File: config.mk
export PLATFORM = sky130hd
export DESIGN_NAME = debounced_pin_event_dispatcher
export DESIGN_NICKNAME = d
export VERILOG_FILES = /design/src/sv/dped_pkg.sv /design/src/sv/debounced_pin_event_dispatcher.sv /design/src/sv/dped_cell.sv
export VERILOG_INCLUDE_DIRS = /design/src /design/src/sv
export SDC_FILE = /design/constraint.sdc
export NUM_CORES = 1
export LEC_CHECK = 0
export BUFFER_PORTS_ARGS = -buffer_cell sky130_fd_sc_hd__buf_2
export CAP_MARGIN = 10
export CORE_UTILIZATION = 48
export DETAILED_ROUTE_END_ITERATION = 8
export PLACE_DENSITY = 0.64
export SLEW_MARGIN = 20
export SYNTH_ARGS = -nofsm -noshare
export SYNTH_HDL_FRONTEND = slang
export SYNTH_HIERARCHICAL = 1
export SYNTH_SLANG_ARGS = --single-unit
export TNS_END_PERCENT = 5
File: constraint.sdc
create_clock -name clk_i -period 7.81 [get_ports clk_i]
set_input_delay 0.3905 -clock clk_i [delete_from_list [all_inputs] [get_ports clk_i]]
set_output_delay 0.3905 -clock clk_i [all_outputs]
set_load 0.03 [all_outputs]
File: src/sv/debounced_pin_event_dispatcher_assert.svh
// assertion macros for the pin event dispatcher
`ifndef DEBOUNCED_PIN_EVENT_DISPATCHER_ASSERT_SVH
`define DEBOUNCED_PIN_EVENT_DISPATCHER_ASSERT_SVH

// consequent checked in the same cycle
`define DPED_ASSERT_NOW(lbl, ante, cons, msg) \
  lbl: assert property (@(posedge clk_i) disable iff (!rst_ni) (ante) |-> (cons)) \
    else $error(msg);

// consequent checked in the next cycle
`define DPED_ASSERT_NEXT(lbl, ante, cons, msg) \
  lbl: assert property (@(posedge clk_i) disable iff (!rst_ni) (ante) |=> (cons)) \
    else $error(msg);

`endif

File: src/sv/dped_pkg.sv
// shared types and constants of the pin event dispatcher
`default_nettype none

package dped_pkg;

  localparam int PinCount       = 8;
  localparam int HandlersPerPin = 2;
  localparam int HandlerW       = (HandlersPerPin > 1) ? $clog2(HandlersPerPin) : 1;
  localparam int PinW           = 3;
  localparam int ModeW          = 3;
  localparam int DebW           = 10;
  localparam int PinsPerDebReg  = 4;
  localparam int TimeW          = 32;
  localparam int CfgDataW       = 48;
  localparam int CfgIndexW      = 2;
  localparam int ModesW         = 48;
  localparam int DebRegW        = 40;

  localparam logic [CfgIndexW-1:0] CfgHandlerModes    = 2'd0;
  localparam logic [CfgIndexW-1:0] CfgDebounceLowPins  = 2'd1;
  localparam logic [CfgIndexW-1:0] CfgDebounceHighPins = 2'd2;

  typedef enum logic [1:0] {
    OpPoll    = 2'd0,
    OpEnable  = 2'd1,
    OpDisable = 2'd2
  } op_e;

  typedef enum logic [ModeW-1:0] {
    ModeNone    = 3'd0,
    ModeChange  = 3'd1,
    ModeRising  = 3'd2,
    ModeFalling = 3'd3,
    ModeHigh    = 3'd4,
    ModeLow     = 3'd5
  } mode_e;

  // per-cell command for one accepted request
  typedef struct packed {
    logic             poll;
    logic             enable;
    logic             dis;
    logic             level;
    logic [TimeW-1:0] now;
  } cell_cmd_t;

  // fire record handed down the chain towards cell 0
  typedef struct packed {
    logic                valid;
    logic [PinW-1:0]     pin;
    logic [HandlerW-1:0] hnd;
    logic [ModeW-1:0]    mode;
    logic                more;
  } fire_t;

endpackage

`default_nettype wire

File: src/sv/debounced_pin_event_dispatcher.sv
// Debounced pin event dispatcher, top level. A row of eight pin cells holds the
// held level, enable, debounce flag and debounce start time of each pin. An
// accepted poll is evaluated by all cells together; the handler fires it
// causes are then handed down the cell chain in pin order, one fire per cycle
// while the output register is free or being read, into the output register
// through the single drain path of the chain. Enable and disable requests
// cause no fire. A new request is taken once the cells hold no pending fire,
// while the last fire of a poll may still wait in the output register.
// Configuration writes take effect at once and are expected only while the
// block is idle.
`default_nettype none
`include "debounced_pin_event_dispatcher_assert.svh"

module debounced_pin_event_dispatcher (
  input  wire                              clk_i,
  input  wire                              rst_ni,
  input  wire                              in_valid_i,
  output logic                             in_ready_o,
  input  wire [1:0]                        operation_i,
  input  wire [7:0]                        pin_levels_i,
  input  wire [dped_pkg::TimeW-1:0]        now_ms_i,
  input  wire [2:0]                        pin_index_i,
  output logic                             out_valid_o,
  input  wire                              out_ready_i,
  output logic [2:0]                       fired_pin_o,
  output logic [0:0]                       fired_handler_o,
  output logic [2:0]                       fired_mode_o,
  output logic                             last_o,
  input  wire                              cfg_we_i,
  input  wire [dped_pkg::CfgIndexW-1:0]    cfg_index_i,
  input  wire [dped_pkg::CfgDataW-1:0]     cfg_data_i
);

  localparam int P  = dped_pkg::PinCount;
  localparam int MW = dped_pkg::ModeW * dped_pkg::HandlersPerPin;

  logic [dped_pkg::ModesW-1:0]   modes_q;
  logic [dped_pkg::DebRegW-1:0]  deb_low_q;
  logic [dped_pkg::DebRegW-1:0]  deb_high_q;

  logic                          out_valid_q;
  logic [2:0]                    pin_q;
  logic [0:0]                    hnd_q;
  logic [2:0]                    mode_q;
  logic                          last_q;

  logic                          accept;
  logic                          op_poll, op_enable, op_disable;
  logic                          busy;
  logic                          load;

  dped_pkg::fire_t               chain [P+1];
  logic                          pop   [P+1];

  assign accept = in_valid_i && in_ready_o;

  always_comb begin
    op_poll    = 1'b0;
    op_enable  = 1'b0;
    op_disable = 1'b0;
    unique case (operation_i)
      dped_pkg::OpPoll:    op_poll    = accept;
      dped_pkg::OpEnable:  op_enable  = accept;
      dped_pkg::OpDisable: op_disable = accept;
      default: ;
    endcase
  end

  always_ff @(posedge clk_i or negedge rst_ni) begin
    if (!rst_ni) begin
      modes_q    <= '0;
      deb_low_q  <= '0;
      deb_high_q <= '0;
    end else if (cfg_we_i) begin
      unique case (cfg_index_i)
        dped_pkg::CfgHandlerModes:     modes_q    <= cfg_data_i;
        dped_pkg::CfgDebounceLowPins:  deb_low_q  <= cfg_data_i[dped_pkg::DebRegW-1:0];
        dped_pkg::CfgDebounceHighPins: deb_high_q <= cfg_data_i[dped_pkg::DebRegW-1:0];
        default: ;
      endcase
    end
  end

  assign chain[P] = '0;
  assign pop[0]   = load;

  for (genvar p = 0; p < P; p++) begin : g_cell
    dped_pkg::cell_cmd_t           cmd;
    logic [dped_pkg::DebW-1:0]     deb;
    logic                          sel;

    assign sel = pin_index_i == 3'(p);

    if (p < dped_pkg::PinsPerDebReg) begin : g_low
      assign deb = deb_low_q[dped_pkg::DebW*p +: dped_pkg::DebW];
    end else begin : g_high
      assign deb = deb_high_q[dped_pkg::DebW*(p - dped_pkg::PinsPerDebReg) +: dped_pkg::DebW];
    end

    assign cmd.poll   = op_poll;
    assign cmd.enable = op_enable && sel;
    assign cmd.dis    = op_disable && sel;
    assign cmd.level  = pin_levels_i[p];
    assign cmd.now    = now_ms_i;

    dped_cell u_cell (
      .clk_i      (clk_i),
      .rst_ni     (rst_ni),
      .cmd_i      (cmd),
      .pin_i      (3'(p)),
      .debounce_i (deb),
      .modes_i    (modes_q[MW*p +: MW]),
      .chain_i    (chain[p+1]),
      .chain_o    (chain[p]),
      .pop_i      (pop[p]),
      .pop_o      (pop[p+1])
    );
  end

  assign busy       = chain[0].valid;
  assign load       = busy && (!out_valid_q || out_ready_i);
  assign in_ready_o = !busy;

  always_ff @(posedge clk_i or negedge rst_ni) begin
    if (!rst_ni) begin
      out_valid_q <= 1'b0;
    end else if (load) begin
      out_valid_q <= 1'b1;
    end else if (out_ready_i) begin
      out_valid_q <= 1'b0;
    end
  end

  always_ff @(posedge clk_i) begin
    if (load) begin
      pin_q  <= chain[0].pin;
      hnd_q  <= 1'(chain[0].hnd);
      mode_q <= chain[0].mode;
      last_q <= !chain[0].more;
    end
  end

  assign out_valid_o     = out_valid_q;
  assign fired_pin_o     = pin_q;
  assign fired_handler_o = hnd_q;
  assign fired_mode_o    = mode_q;
  assign last_o          = last_q;

  `DPED_ASSERT_NOW(a_more_pending, out_valid_o && !last_o, !in_ready_o,
                   "non-final fire shown while cells report no pending fire")
  `DPED_ASSERT_NEXT(a_drain_fills, busy && !out_valid_q, out_valid_q,
                    "pending fire not moved into empty output register")
  `DPED_ASSERT_NEXT(a_cmd_no_fire,
                    accept && operation_i != dped_pkg::OpPoll, in_ready_o,
                    "enable or disable request left fires pending")

endmodule

`default_nettype wire

File: src/sv/dped_cell.sv
// one pin cell: debounce state, pending fires and chain links
`default_nettype none

module dped_cell (
  input  wire                                                  clk_i,
  input  wire                                                  rst_ni,
  input  dped_pkg::cell_cmd_t                                  cmd_i,
  input  wire [dped_pkg::PinW-1:0]                             pin_i,
  input  wire [dped_pkg::DebW-1:0]                             debounce_i,
  input  wire [dped_pkg::ModeW*dped_pkg::HandlersPerPin-1:0]   modes_i,
  input  dped_pkg::fire_t                                      chain_i,
  output dped_pkg::fire_t                                      chain_o,
  input  wire                                                  pop_i,
  output logic                                                 pop_o
);

  localparam int H = dped_pkg::HandlersPerPin;

  logic                           held_q, held_d;
  logic                           en_q, en_d;
  logic                           deb_q, deb_d;
  logic [dped_pkg::TimeW-1:0]     start_q, start_d;
  logic [H-1:0]                   pa_q, pa_d;
  logic [H-1:0]                   pl_q, pl_d;

  logic [dped_pkg::TimeW-1:0]     elapsed;
  logic                           expire;
  logic                           acc;
  logic                           has;
  logic                           in_pa;
  logic [dped_pkg::HandlerW-1:0]  first;
  logic [dped_pkg::ModeW-1:0]     first_mode;
  logic [H-1:0]                   pa_n, pl_n;
  logic [H-1:0]                   fa, fl;
  logic [dped_pkg::ModeW-1:0]     m;

  assign elapsed = cmd_i.now - start_q;
  assign expire  = elapsed >= dped_pkg::TimeW'(debounce_i);
  assign has     = (|pa_q) || (|pl_q);

  // earliest pending fire: change-type handlers before level handlers
  always_comb begin
    first = '0;
    in_pa = |pa_q;
    for (int k = H - 1; k >= 0; k--) begin
      if (in_pa ? pa_q[k] : pl_q[k]) begin
        first = dped_pkg::HandlerW'(k);
      end
    end
    pa_n = pa_q;
    pl_n = pl_q;
    first_mode = '0;
    for (int k = 0; k < H; k++) begin
      if (first == dped_pkg::HandlerW'(k)) begin
        first_mode = modes_i[dped_pkg::ModeW*k +: dped_pkg::ModeW];
        if (in_pa) begin
          pa_n[k] = 1'b0;
        end else begin
          pl_n[k] = 1'b0;
        end
      end
    end
  end

  always_comb begin
    if (has) begin
      chain_o.valid = 1'b1;
      chain_o.pin   = pin_i;
      chain_o.hnd   = first;
      chain_o.mode  = first_mode;
      chain_o.more  = (|pa_n) || (|pl_n) || chain_i.valid;
    end else begin
      chain_o = chain_i;
    end
  end

  assign pop_o = pop_i && !has;

  always_comb begin
    held_d  = held_q;
    en_d    = en_q;
    deb_d   = deb_q;
    start_d = start_q;
    pa_d    = pa_q;
    pl_d    = pl_q;
    acc     = 1'b0;
    fa      = '0;
    fl      = '0;
    m       = '0;
    if (pop_i && has) begin
      pa_d = pa_n;
      pl_d = pl_n;
    end
    if (cmd_i.enable) begin
      held_d = cmd_i.level;
      en_d   = 1'b1;
    end
    if (cmd_i.dis) begin
      en_d = 1'b0;
    end
    if (cmd_i.poll && en_q) begin
      if (deb_q) begin
        if (expire) begin
          if (cmd_i.level != held_q) begin
            held_d = ~held_q;
            acc    = 1'b1;
          end
          deb_d = 1'b0;
        end
      end else if (cmd_i.level != held_q) begin
        if (debounce_i != '0) begin
          start_d = cmd_i.now;
          deb_d   = 1'b1;
        end else begin
          held_d = ~held_q;
          acc    = 1'b1;
        end
      end
      for (int k = 0; k < H; k++) begin
        m     = modes_i[dped_pkg::ModeW*k +: dped_pkg::ModeW];
        fa[k] = acc && ((m == dped_pkg::ModeChange) ||
                        (m == dped_pkg::ModeRising && held_d) ||
                        (m == dped_pkg::ModeFalling && !held_d));
        fl[k] = (m == dped_pkg::ModeHigh && held_d) ||
                (m == dped_pkg::ModeLow && !held_d);
      end
      pa_d = fa;
      pl_d = fl;
    end
  end

  always_ff @(posedge clk_i or negedge rst_ni) begin
    if (!rst_ni) begin
      held_q  <= 1'b0;
      en_q    <= 1'b1;
      deb_q   <= 1'b0;
      start_q <= '0;
      pa_q    <= '0;
      pl_q    <= '0;
    end else begin
      held_q  <= held_d;
      en_q    <= en_d;
      deb_q   <= deb_d;
      start_q <= start_d;
      pa_q    <= pa_d;
      pl_q    <= pl_d;
    end
  end

endmodule

`default_nettype wire
# Yosys cells after proc, flatten, opt, wreduce, memory -nomap -nowiden
# Cells that the tools add are included.
# totals
regBits	449
in_bits	100
out_inout_bits	10
word_cells	782
# classes
addsub	8
order_cmp	8
eq_ne	99
mux	309
bitwise	16
reduce_logical	284
# ops
operator	count
$mux W1	261
$ge A32 B10 Y1	8
$sub A32 B32 Y32	8
$logic_and A1 B1 Y1	121
$eq A3 B3 Y1 const B	36
$eq A3 B2 Y1 const B	34
$reduce_bool A10 Y1	8
$logic_or A1 B1 Y1	72
$mux W9	8
$reduce_or A2 Y1	33
$mux W2	32
$eq A3 B1 Y1 const B	17
$reduce_bool A2 Y1	17
$reduce_and A4 Y1	8
$mux W3	8
$logic_not A1 Y1	18
$not A1 Y1	16
$ne A1 B1 Y1	8
$reduce_and A2 Y1	3
$eq A2 B1 Y1 const B	2
$eq A2 B2 Y1 const B	2
$logic_not A2 Y1	2
$reduce_or A4 Y1	1
$logic_not A3 Y1	1

# Depth between registers and ports, before layout
# Gate-level depths: netlist of the first run.
# depth
ltp_word	36
mapped_depth	34

# Hierarchy
# Netlist of the first run, hierarchy kept.
# modules_own_cells
module	instances	cells_each	area_per_inst_um2	seq_area_each_um2
dped_cell (g_cell[0].u_cell ...)	5	518	4265.3	977.2
debounced_pin_event_dispatcher	1	315	5216.3	3468.3
dped_cell (g_cell[1].u_cell)	1	528	4445.5	977.2
dped_cell (g_cell[6].u_cell)	1	513	4347.9	977.2
dped_cell (g_cell[7].u_cell)	1	519	4192.8	977.2

# Least setup slack after synthesis of the first run
# Ideal clock, no wire load.
# synth_path
path_kind	register -> register
start	register g_cell[7].u_cell.pa_q[1]
end	register g_cell[7].u_cell/start_q[14] in the netlist's numbering
setup_ns	0.125
t_arrival_ns	5.374
required_time_ns	7.685
slack_ns	2.311
path_stages_with_launch	18
period_less_slack_ns	5.499
cell_sequence	dfrtp_1 > clkbuf_1 > nor4_1 > clkbuf_1 > nand2b_1 > nand2b_1 > nand2b_1 > nand2b_1 > nand2b_1 > nand2b_1 > nand2b_1 > nand2b_1 > nor4b_1 > nand2_1 > nor2_1 > nand2_1 > clkbuf_1 > mux2_2
# synth_rtl
item	line	rtl
from (decl)	dped_cell.sv:23	logic [H-1:0] pa_q, pa_d;
from (signal assigned)	dped_cell.sv:145	pa_q <= pa_d;
to (signal assigned)	dped_cell.sv:144	start_q <= start_d;
to (decl)	dped_cell.sv:22	logic [dped_pkg::TimeW-1:0] start_q, start_d;

==> results of run 1 <==
sequential cells by signal (all words and copies together), names as in the netlist:
register	count
fired_mode_o	3
out_valid_o	1
modes_q	48
last_o	1
fired_handler_o	1
deb_low_q	40
g_cell.u_cell/pl_q	16
deb_high_q	40
fired_pin_o	3
g_cell.u_cell/en_q	8
g_cell.u_cell/start_q	256
g_cell.u_cell/held_q	8
g_cell.u_cell/deb_q	8
g_cell.u_cell/pa_q	16
power by group through the flow:
stage | Sequential, W | Clock [W] | Combinational (W)
finish | 0.00295 | 0.00268 | 0.00382
global route | 0.00299 | 0.00283 | 0.00421
CTS | 0.00294 | 0.00274 | 0.00377
detailed placement | 0.00298 | 0 | 0.00374
global placement | 0.00297 | 0 | 0.00371
floorplan | 0.00291 | 0 | 0.00284
layout make-up:
type	instances	area, µm²	area share (%)
well taps	1060	1330	3.09
repair buffers	165	1010	2.37
clock inverters	27	328	0.765
inverters	460	1730	4.03
multi-input cells	3395	25600	59.8
diodes	2	5.00	0.0117
flip-flops and latches	449	11300	26.3
clock buffers	76	1550	3.61
cells in the final DEF (no fill, tap or decap), drive strengths merged, types with 16 or more instances in the layout:
| cell type | instances |
|---|---|
| inv | 464 |
| dfrtp | 433 |
| mux2 | 411 |
| nand2 | 338 |
| ha | 328 |
| a21oi | 295 |
| o21ai | 280 |
| nor2 | 251 |
| buf | 156 |
| nand4 | 97 |
| nand3 | 92 |
| xnor2 | 90 |
| a31oi | 83 |
| a21o | 78 |
| o21a | 76 |
| clkbuf | 76 |
| nand2b | 70 |
| nor3 | 69 |
| mux2i | 63 |
| xor2 | 63 |
| o211ai | 49 |
| a211oi | 42 |
| nor4 | 42 |
| conb | 37 |
| and2 | 36 |
| o41ai | 36 |
| or3 | 31 |
| and3 | 30 |
| o2111ai | 29 |
| o31ai | 28 |
| a211o | 26 |
| o21bai | 23 |
| nor2b | 16 |
| a21boi | 16 |
how the worst max path moves through the flow:
stage | start | to | cells after the start
CTS | g_cell[7].u_cell/pa_q[0] | g_cell[6].u_cell/start_q[20] | 16
global route | g_cell[7].u_cell/pa_q[0] | g_cell[6].u_cell/start_q[9] | 16
floorplan | g_cell[7].u_cell/pa_q[1] | g_cell[7].u_cell/start_q[14] | 17
detailed placement | now_ms_i[0] | g_cell[2].u_cell/held_q | 21
global placement | now_ms_i[10] | g_cell[7].u_cell/pl_q[0] | 14
finish | g_cell[7].u_cell/pa_q[0] | g_cell[6].u_cell/start_q[20] | 16
through the flow:
stage	area, µm²	setup WS [ns]	hold WS (ns)	util (%)	total power, W
CTS	42800	2.32	0.00559	52.9	0.00945
global route	42900	1.90	0.0190	53.0	0.0100
floorplan	39700	2.33	0.0949	-	0.00575
global placement	40900	2.15	0.420	50.5	0.00668
finish	42900	2.36	0.0360	53.0	0.00945
detailed placement	40900	2.17	0.416	50.5	0.00672
metal layers:
metal | vias to the layer above | track usage, % | share of wire (%)
li1 | 16400 | - | -
met1 | 16900 | 42.3 | 47
met2 | 1078 | 44.7 | 43
met3 | 165 | 4.02 | 6.3
met4 | 4 | 7.82 | 2.8
met5 | - | 0 | 0.015
what timing repair did:
item                                    in CTS  in global routing
hold endpoints to repair                    71                  0
hold buffers                                 9                  0
endpoints found under the setup margin       0                  0
==> results.json, run 1 <==
{
  "powerDensity_nw_per_um2": 220,
  "grt_max_degree": 142,
  "arrival_ns": 5.96,
  "whs_path_depth": 2,
  "r2r_slack_ns": 2.36,
  "min_from": "pin_levels_i[6]",
  "first_global_vias": 31800,
  "power_switching_w": 0.00365,
  "cp-start-kind": "flop",
  "postCtsSetupRepairBufs": 0,
  "rr_startpoint": "g_cell[7].u_cell/pa_q[0]",
  "fin_skew_ns": 0.0293,
  "path_cells": "nor4_1, buf_4, nand2b_1, nand2b_1, nand2b_1, nand2b_1, nand2b_1, nand2b_1, nand2b_1, nand2b_1, nor4b_2, nand2_1, nor2_1, nand2_1, buf_4, mux2_2",
  "first_iter_violations": 3324,
  "coreArea_um2": 80900,
  "grt_antenna_before_repair": 4,
  "place.gp.congestion": 0.962,
  "syn-cell-area_um2": 39500,
  "path_class": "flop to flop",
  "syn_avg_cell_area_um2": 8.85,
  "die-area_um2": 83500,
  "grt_pass1_wl_um": 188000,
  "drc": 0,
  "min_to": "g_cell[6].u_cell/held_q",
  "die_x_um": 289,
  "initial_core_util_pct": 48.8,
  "final_nets": 4962,
  "post-route-period-util_pct": 69.8,
  "dpl.cell_count": 5519,
  "cts_max_level": 2,
  "cts_sinks": 449,
  "dp_hpwl_um": 91400,
  "globalRouteOverflowTotal": 0,
  "hold_class": "input port to flop",
  "wl_um": 123000,
  "cts_resized": 0,
  "rsz0062_at_grt": "no",
  "cts_buffers": 55,
  "critPathCaptureType": "flop",
  "die_h_um": 289,
  "seqPwrFrac_pct": 31.2,
  "area_delta_synth_final_pct": 8.47,
  "clk_path_buf_depth": 3,
  "internal_power_w": 0.00580,
  "tightest_slew_ns": 1.13,
  "crit_path_frequent_cell": "nand2b_1",
  "clk_latency_ns": 0.65,
  "port-buffer-count": 109,
  "syn_inst": 4464,
  "slew_headroom_pct": 23.8,
  "final_cells": 5634,
  "drv_cap": 0,
  "ant_nets": 0,
  "clkPwrFrac_pct": 28.4,
  "yosys_warnings": 6,
  "status": "finished, final reports clean",
  "p_leak_nw": 18.8,
  "crit_required_ns": 8.31,
  "path_buf_inv": 2,
  "fin_tns_setup_ns": 0,
  "ios": 110,
  "cpPeakStageDelay_ns": 0.73,
  "worstPathMaxFanout": 19,
  "nFillCells": 7645,
  "rows": 104,
  "drive_gt1_share_pct": 17.7,
  "drv_slew": 0,
  "swShare_pct": 38.7,
  "final-hold-violation-count": 0,
  "power_frac_comb_pct": 40.4,
  "setup-violations-final": 0,
  "crit_slowest_cell": "nor4b_2",
  "wire_per_inst_um": 21.9,
  "ir_drop_v": 0.000196,
  "min_period_ns": 5.45,
  "cp_top_family": "simple AND/OR/NAND/NOR gates",
  "cts_tree": "done",
  "drt_first_pass_iters": 6,
  "ff2ff_path_depth": 16,
  "cts-root-buf": "clkbuf_16",
  "grt_usage_pct": 29.0,
  "viasPerCell": 6.14,
  "clkTransAtPathRegs_ns": 0.06,
  "vias": 34600,
  "reg2reg_to": "g_cell[6].u_cell/start_q[20]",
  "clock.fmax_mhz": 183
}
(Power assumes the default switching activity.)
==> run 2: changes to the inputs <==
==> constraint.sdc (replaced) <==
create_clock -name clk_i -period 5.56 [get_ports clk_i]
set_input_delay 0.278 -clock clk_i [delete_from_list [all_inputs] [get_ports clk_i]]
set_output_delay 0.278 -clock clk_i [all_outputs]
set_load 0.03 [all_outputs]
==> run 2 against run 1 <==
  * Non-clock buffer count grew 96
  * Largest power group unchanged
  * Maximum frequency grew 3.7%
  * Critical path type unchanged
  * Sequential power increased by 41%
  * Worst hold slack got worse by 0.0079 ns
  * Global-route usage is 0.86 points higher
  * Critical path depth rose by 2
  * Combinational power up 44%
  * Worst setup slack got worse by 2.1 ns
  * Critical endpoint is now g_cell[2].u_cell/pl_q[1]
  * Routed wire length rose by 2.3%
  * Largest cell class unchanged
==> results.json, run 2 (synthesis gave the netlist of run 1 again) <==
{
  "crit_slowest_cell": "nor4_1",
  "dp_hpwl_um": 96500,
  "r2r_slack_ns": 0.30,
  "min_period_ns": 5.26,
  "cts_sinks": 449,
  "clock.fmax_mhz": 190,
  "ant_nets": 0,
  "crit_required_ns": 6.10,
  "rows": 104,
  "clkTransAtPathRegs_ns": 0.06,
  "regMostFlops": "g_cell.u_cell/start_q",
  "wl_um": 126000,
  "drt_first_pass_iters": 6,
  "detailroute.wirelength.met3_um": 8460,
  "final_nets": 5058,
  "grt_pass1_wl_um": 195000,
  "slew_headroom_pct": 23.1,
  "drc": 0,
  "grt_max_degree": 157,
  "ff2ff_path_depth": 18,
  "status": "finished, final reports clean",
  "vias": 35200,
  "p_leak_nw": 19.3,
  "topRoutingLayerUsed": "met4",
  "largestRegisters": "g_cell.u_cell/start_q: 256 flops, modes_q: 48 flops",
  "crit_path_frequent_cell": "nand2b_1",
  "wire_per_inst_um": 22.0,
  "cts_buffers": 55,
  "fin_skew_ns": 0.0462,
  "worstPathMaxFanout": 8,
  "grt_usage_pct": 29.9,
  "rsz0062_at_grt": "no",
  "postCtsSetupRepairBufs": 0,
  "cts_max_level": 2,
  "final-hold-violation-count": 0,
  "powerDensity_nw_per_um2": 312,
  "ios": 110,
  "ir_drop_v": 0.000242,
  "route.met2.wl_um": 55700,
  "place.gp.congestion": 0.959,
  "nFillCells": 7499,
  "mostFrequentLayoutCells": "inv_1, dfrtp_1, mux2_2, nand2_1, ha_1",
  "first_iter_violations": 3013,
  "path_class": "flop to flop",
  "area_delta_synth_final_pct": 11.1,
  "coreArea_um2": 80900,
  "largest_reg_flops": 256,
  "critPathCaptureType": "flop",
  "viasPerCell": 6.14,
  "cpPeakStageDelay_ns": 0.74,
  "setup-violations-final": 0,
  "drive_gt1_share_pct": 18.3,
  "cts_tree": "done",
  "final_common_cell": "inv_1",
  "hold_class": "input port to flop",
  "fin_tns_setup_ns": 0,
  "diodes": 0,
  "path_cells": "buf_4, nor4_1, nand2b_1, nand2b_1, nand2b_1, nand2b_1, nand2b_1, nand2b_1, nand2b_1, nand2b_1, nand4bb_1, nor4_1, inv_1, and3_1, a31o_4, nor2_2, xor2_1, o41ai_2",
  "whs_path_depth": 2,
  "initial_core_util_pct": 48.8,
  "wl_met1_um": 57700,
  "grt_antenna_before_repair": 4,
  "drv_slew": 0,
  "arrival_ns": 5.80,
  "post-route-period-util_pct": 94.5,
  "drv_cap": 0,
  "cts-root-buf": "clkbuf_16",
  "die_h_um": 289,
  "power_w": 0.0137,
  "fin_hold_ws_ns": 0.0281,
  "cp-start-kind": "flop",
  "port-buffer-count": 109,
  "die-area_um2": 83500,
  "clk_path_buf_depth": 3,
  "tightest_slew_ns": 1.14,
  "first_global_vias": 33000,
  "die_x_um": 289,
  "clk_latency_ns": 0.66,
  "globalRouteOverflowTotal": 0
}
-- run 2: cell types whose count changed in the layout (fill, tap and decap cells not counted), sizes merged --
cell,previous run,this run
dlygate4sd3,9,62
buf,156,199
clkbuf,76,69
bufinv,6,10
clkinv,12,14
diode,2,0
clkinvlp,5,6
inv,464,463
-- run 2: area by class of cell --
cell class / count / area [µm²] / area share, %
Clock buffer: 69 / 1510 / 3.44
Clock inverter: 33 / 505 / 1.15
Inverter: 460 / 1730 / 3.93
Multi-Input combinational cell: 3395 / 25600 / 58.4
Sequential cell: 449 / 11300 / 25.7
Tap cell: 1060 / 1330 / 3.02
Timing Repair Buffer: 261 / 1910 / 4.36
-- run 2: power breakdown --
part	switching (W)	internal (W)	total [W]
clock	0.00162	0.00240	0.00402
combinational	0.00329	0.00223	0.00551
sequential	0.000394	0.00375	0.00415
-- run 2: routing by layer --
layer / vias up / track usage [%]
met5: - / 0
met4: 0 / 9.42
met3: 200 / 4.20
met2: 1210 / 46.8
met1: 17200 / 42.3
li1: 16600 / -
-- run 2: final timing paths --
| check | from | to |
|---|---|---|
| worst max-delay path | g_cell[7].u_cell/pa_q[1] | g_cell[2].u_cell/pl_q[1] |
| worst min-delay path | cfg_data_i[27] | deb_high_q[27] |
| worst max register to register | g_cell[7].u_cell/pa_q[1] | g_cell[2].u_cell/pl_q[1] |
| worst min register to register | g_cell[6].u_cell/start_q[0] | g_cell[6].u_cell/start_q[0] |
| max in group asynchronous | rst_ni | g_cell[0].u_cell/start_q[24] |
| min in group asynchronous | rst_ni | g_cell[6].u_cell/pl_q[1] |
-- run 2: worst max-delay path, delay by kind of cell (launching register included) --
family / cells / cell delay [ns]
and+or+nand+nor: 13 / 3.88
AOI/OAI and AO/OA: 2 / 0.46
DFF: 1 / 0.37
buffers and inverters: 2 / 0.33
xor gates and xnor gates: 1 / 0.10
-- run 2: timing repair --
action | 4_1_cts | 5_1_grt
endpoints found under the hold margin | 209 | 0
resized for setup | 0 | 1
hold buffers | 62 | 0
endpoints found under the setup margin | 0 | 1
-- run 2: per-stage QoR --
stage / instances / cell area, µm² / setup slack, ns / utilization, %
floorplan: 4499 / 39700 / 0.0787 / -
global placement: 5563 / 41300 / 0.300 / 51.0
detailed placement: 5563 / 41300 / 0.118 / 51.0
CTS: 5727 / 43900 / 0.340 / 54.2
global route: 5727 / 43900 / 0.00404 / 54.2
finish: 5727 / 43900 / 0.305 / 54.2
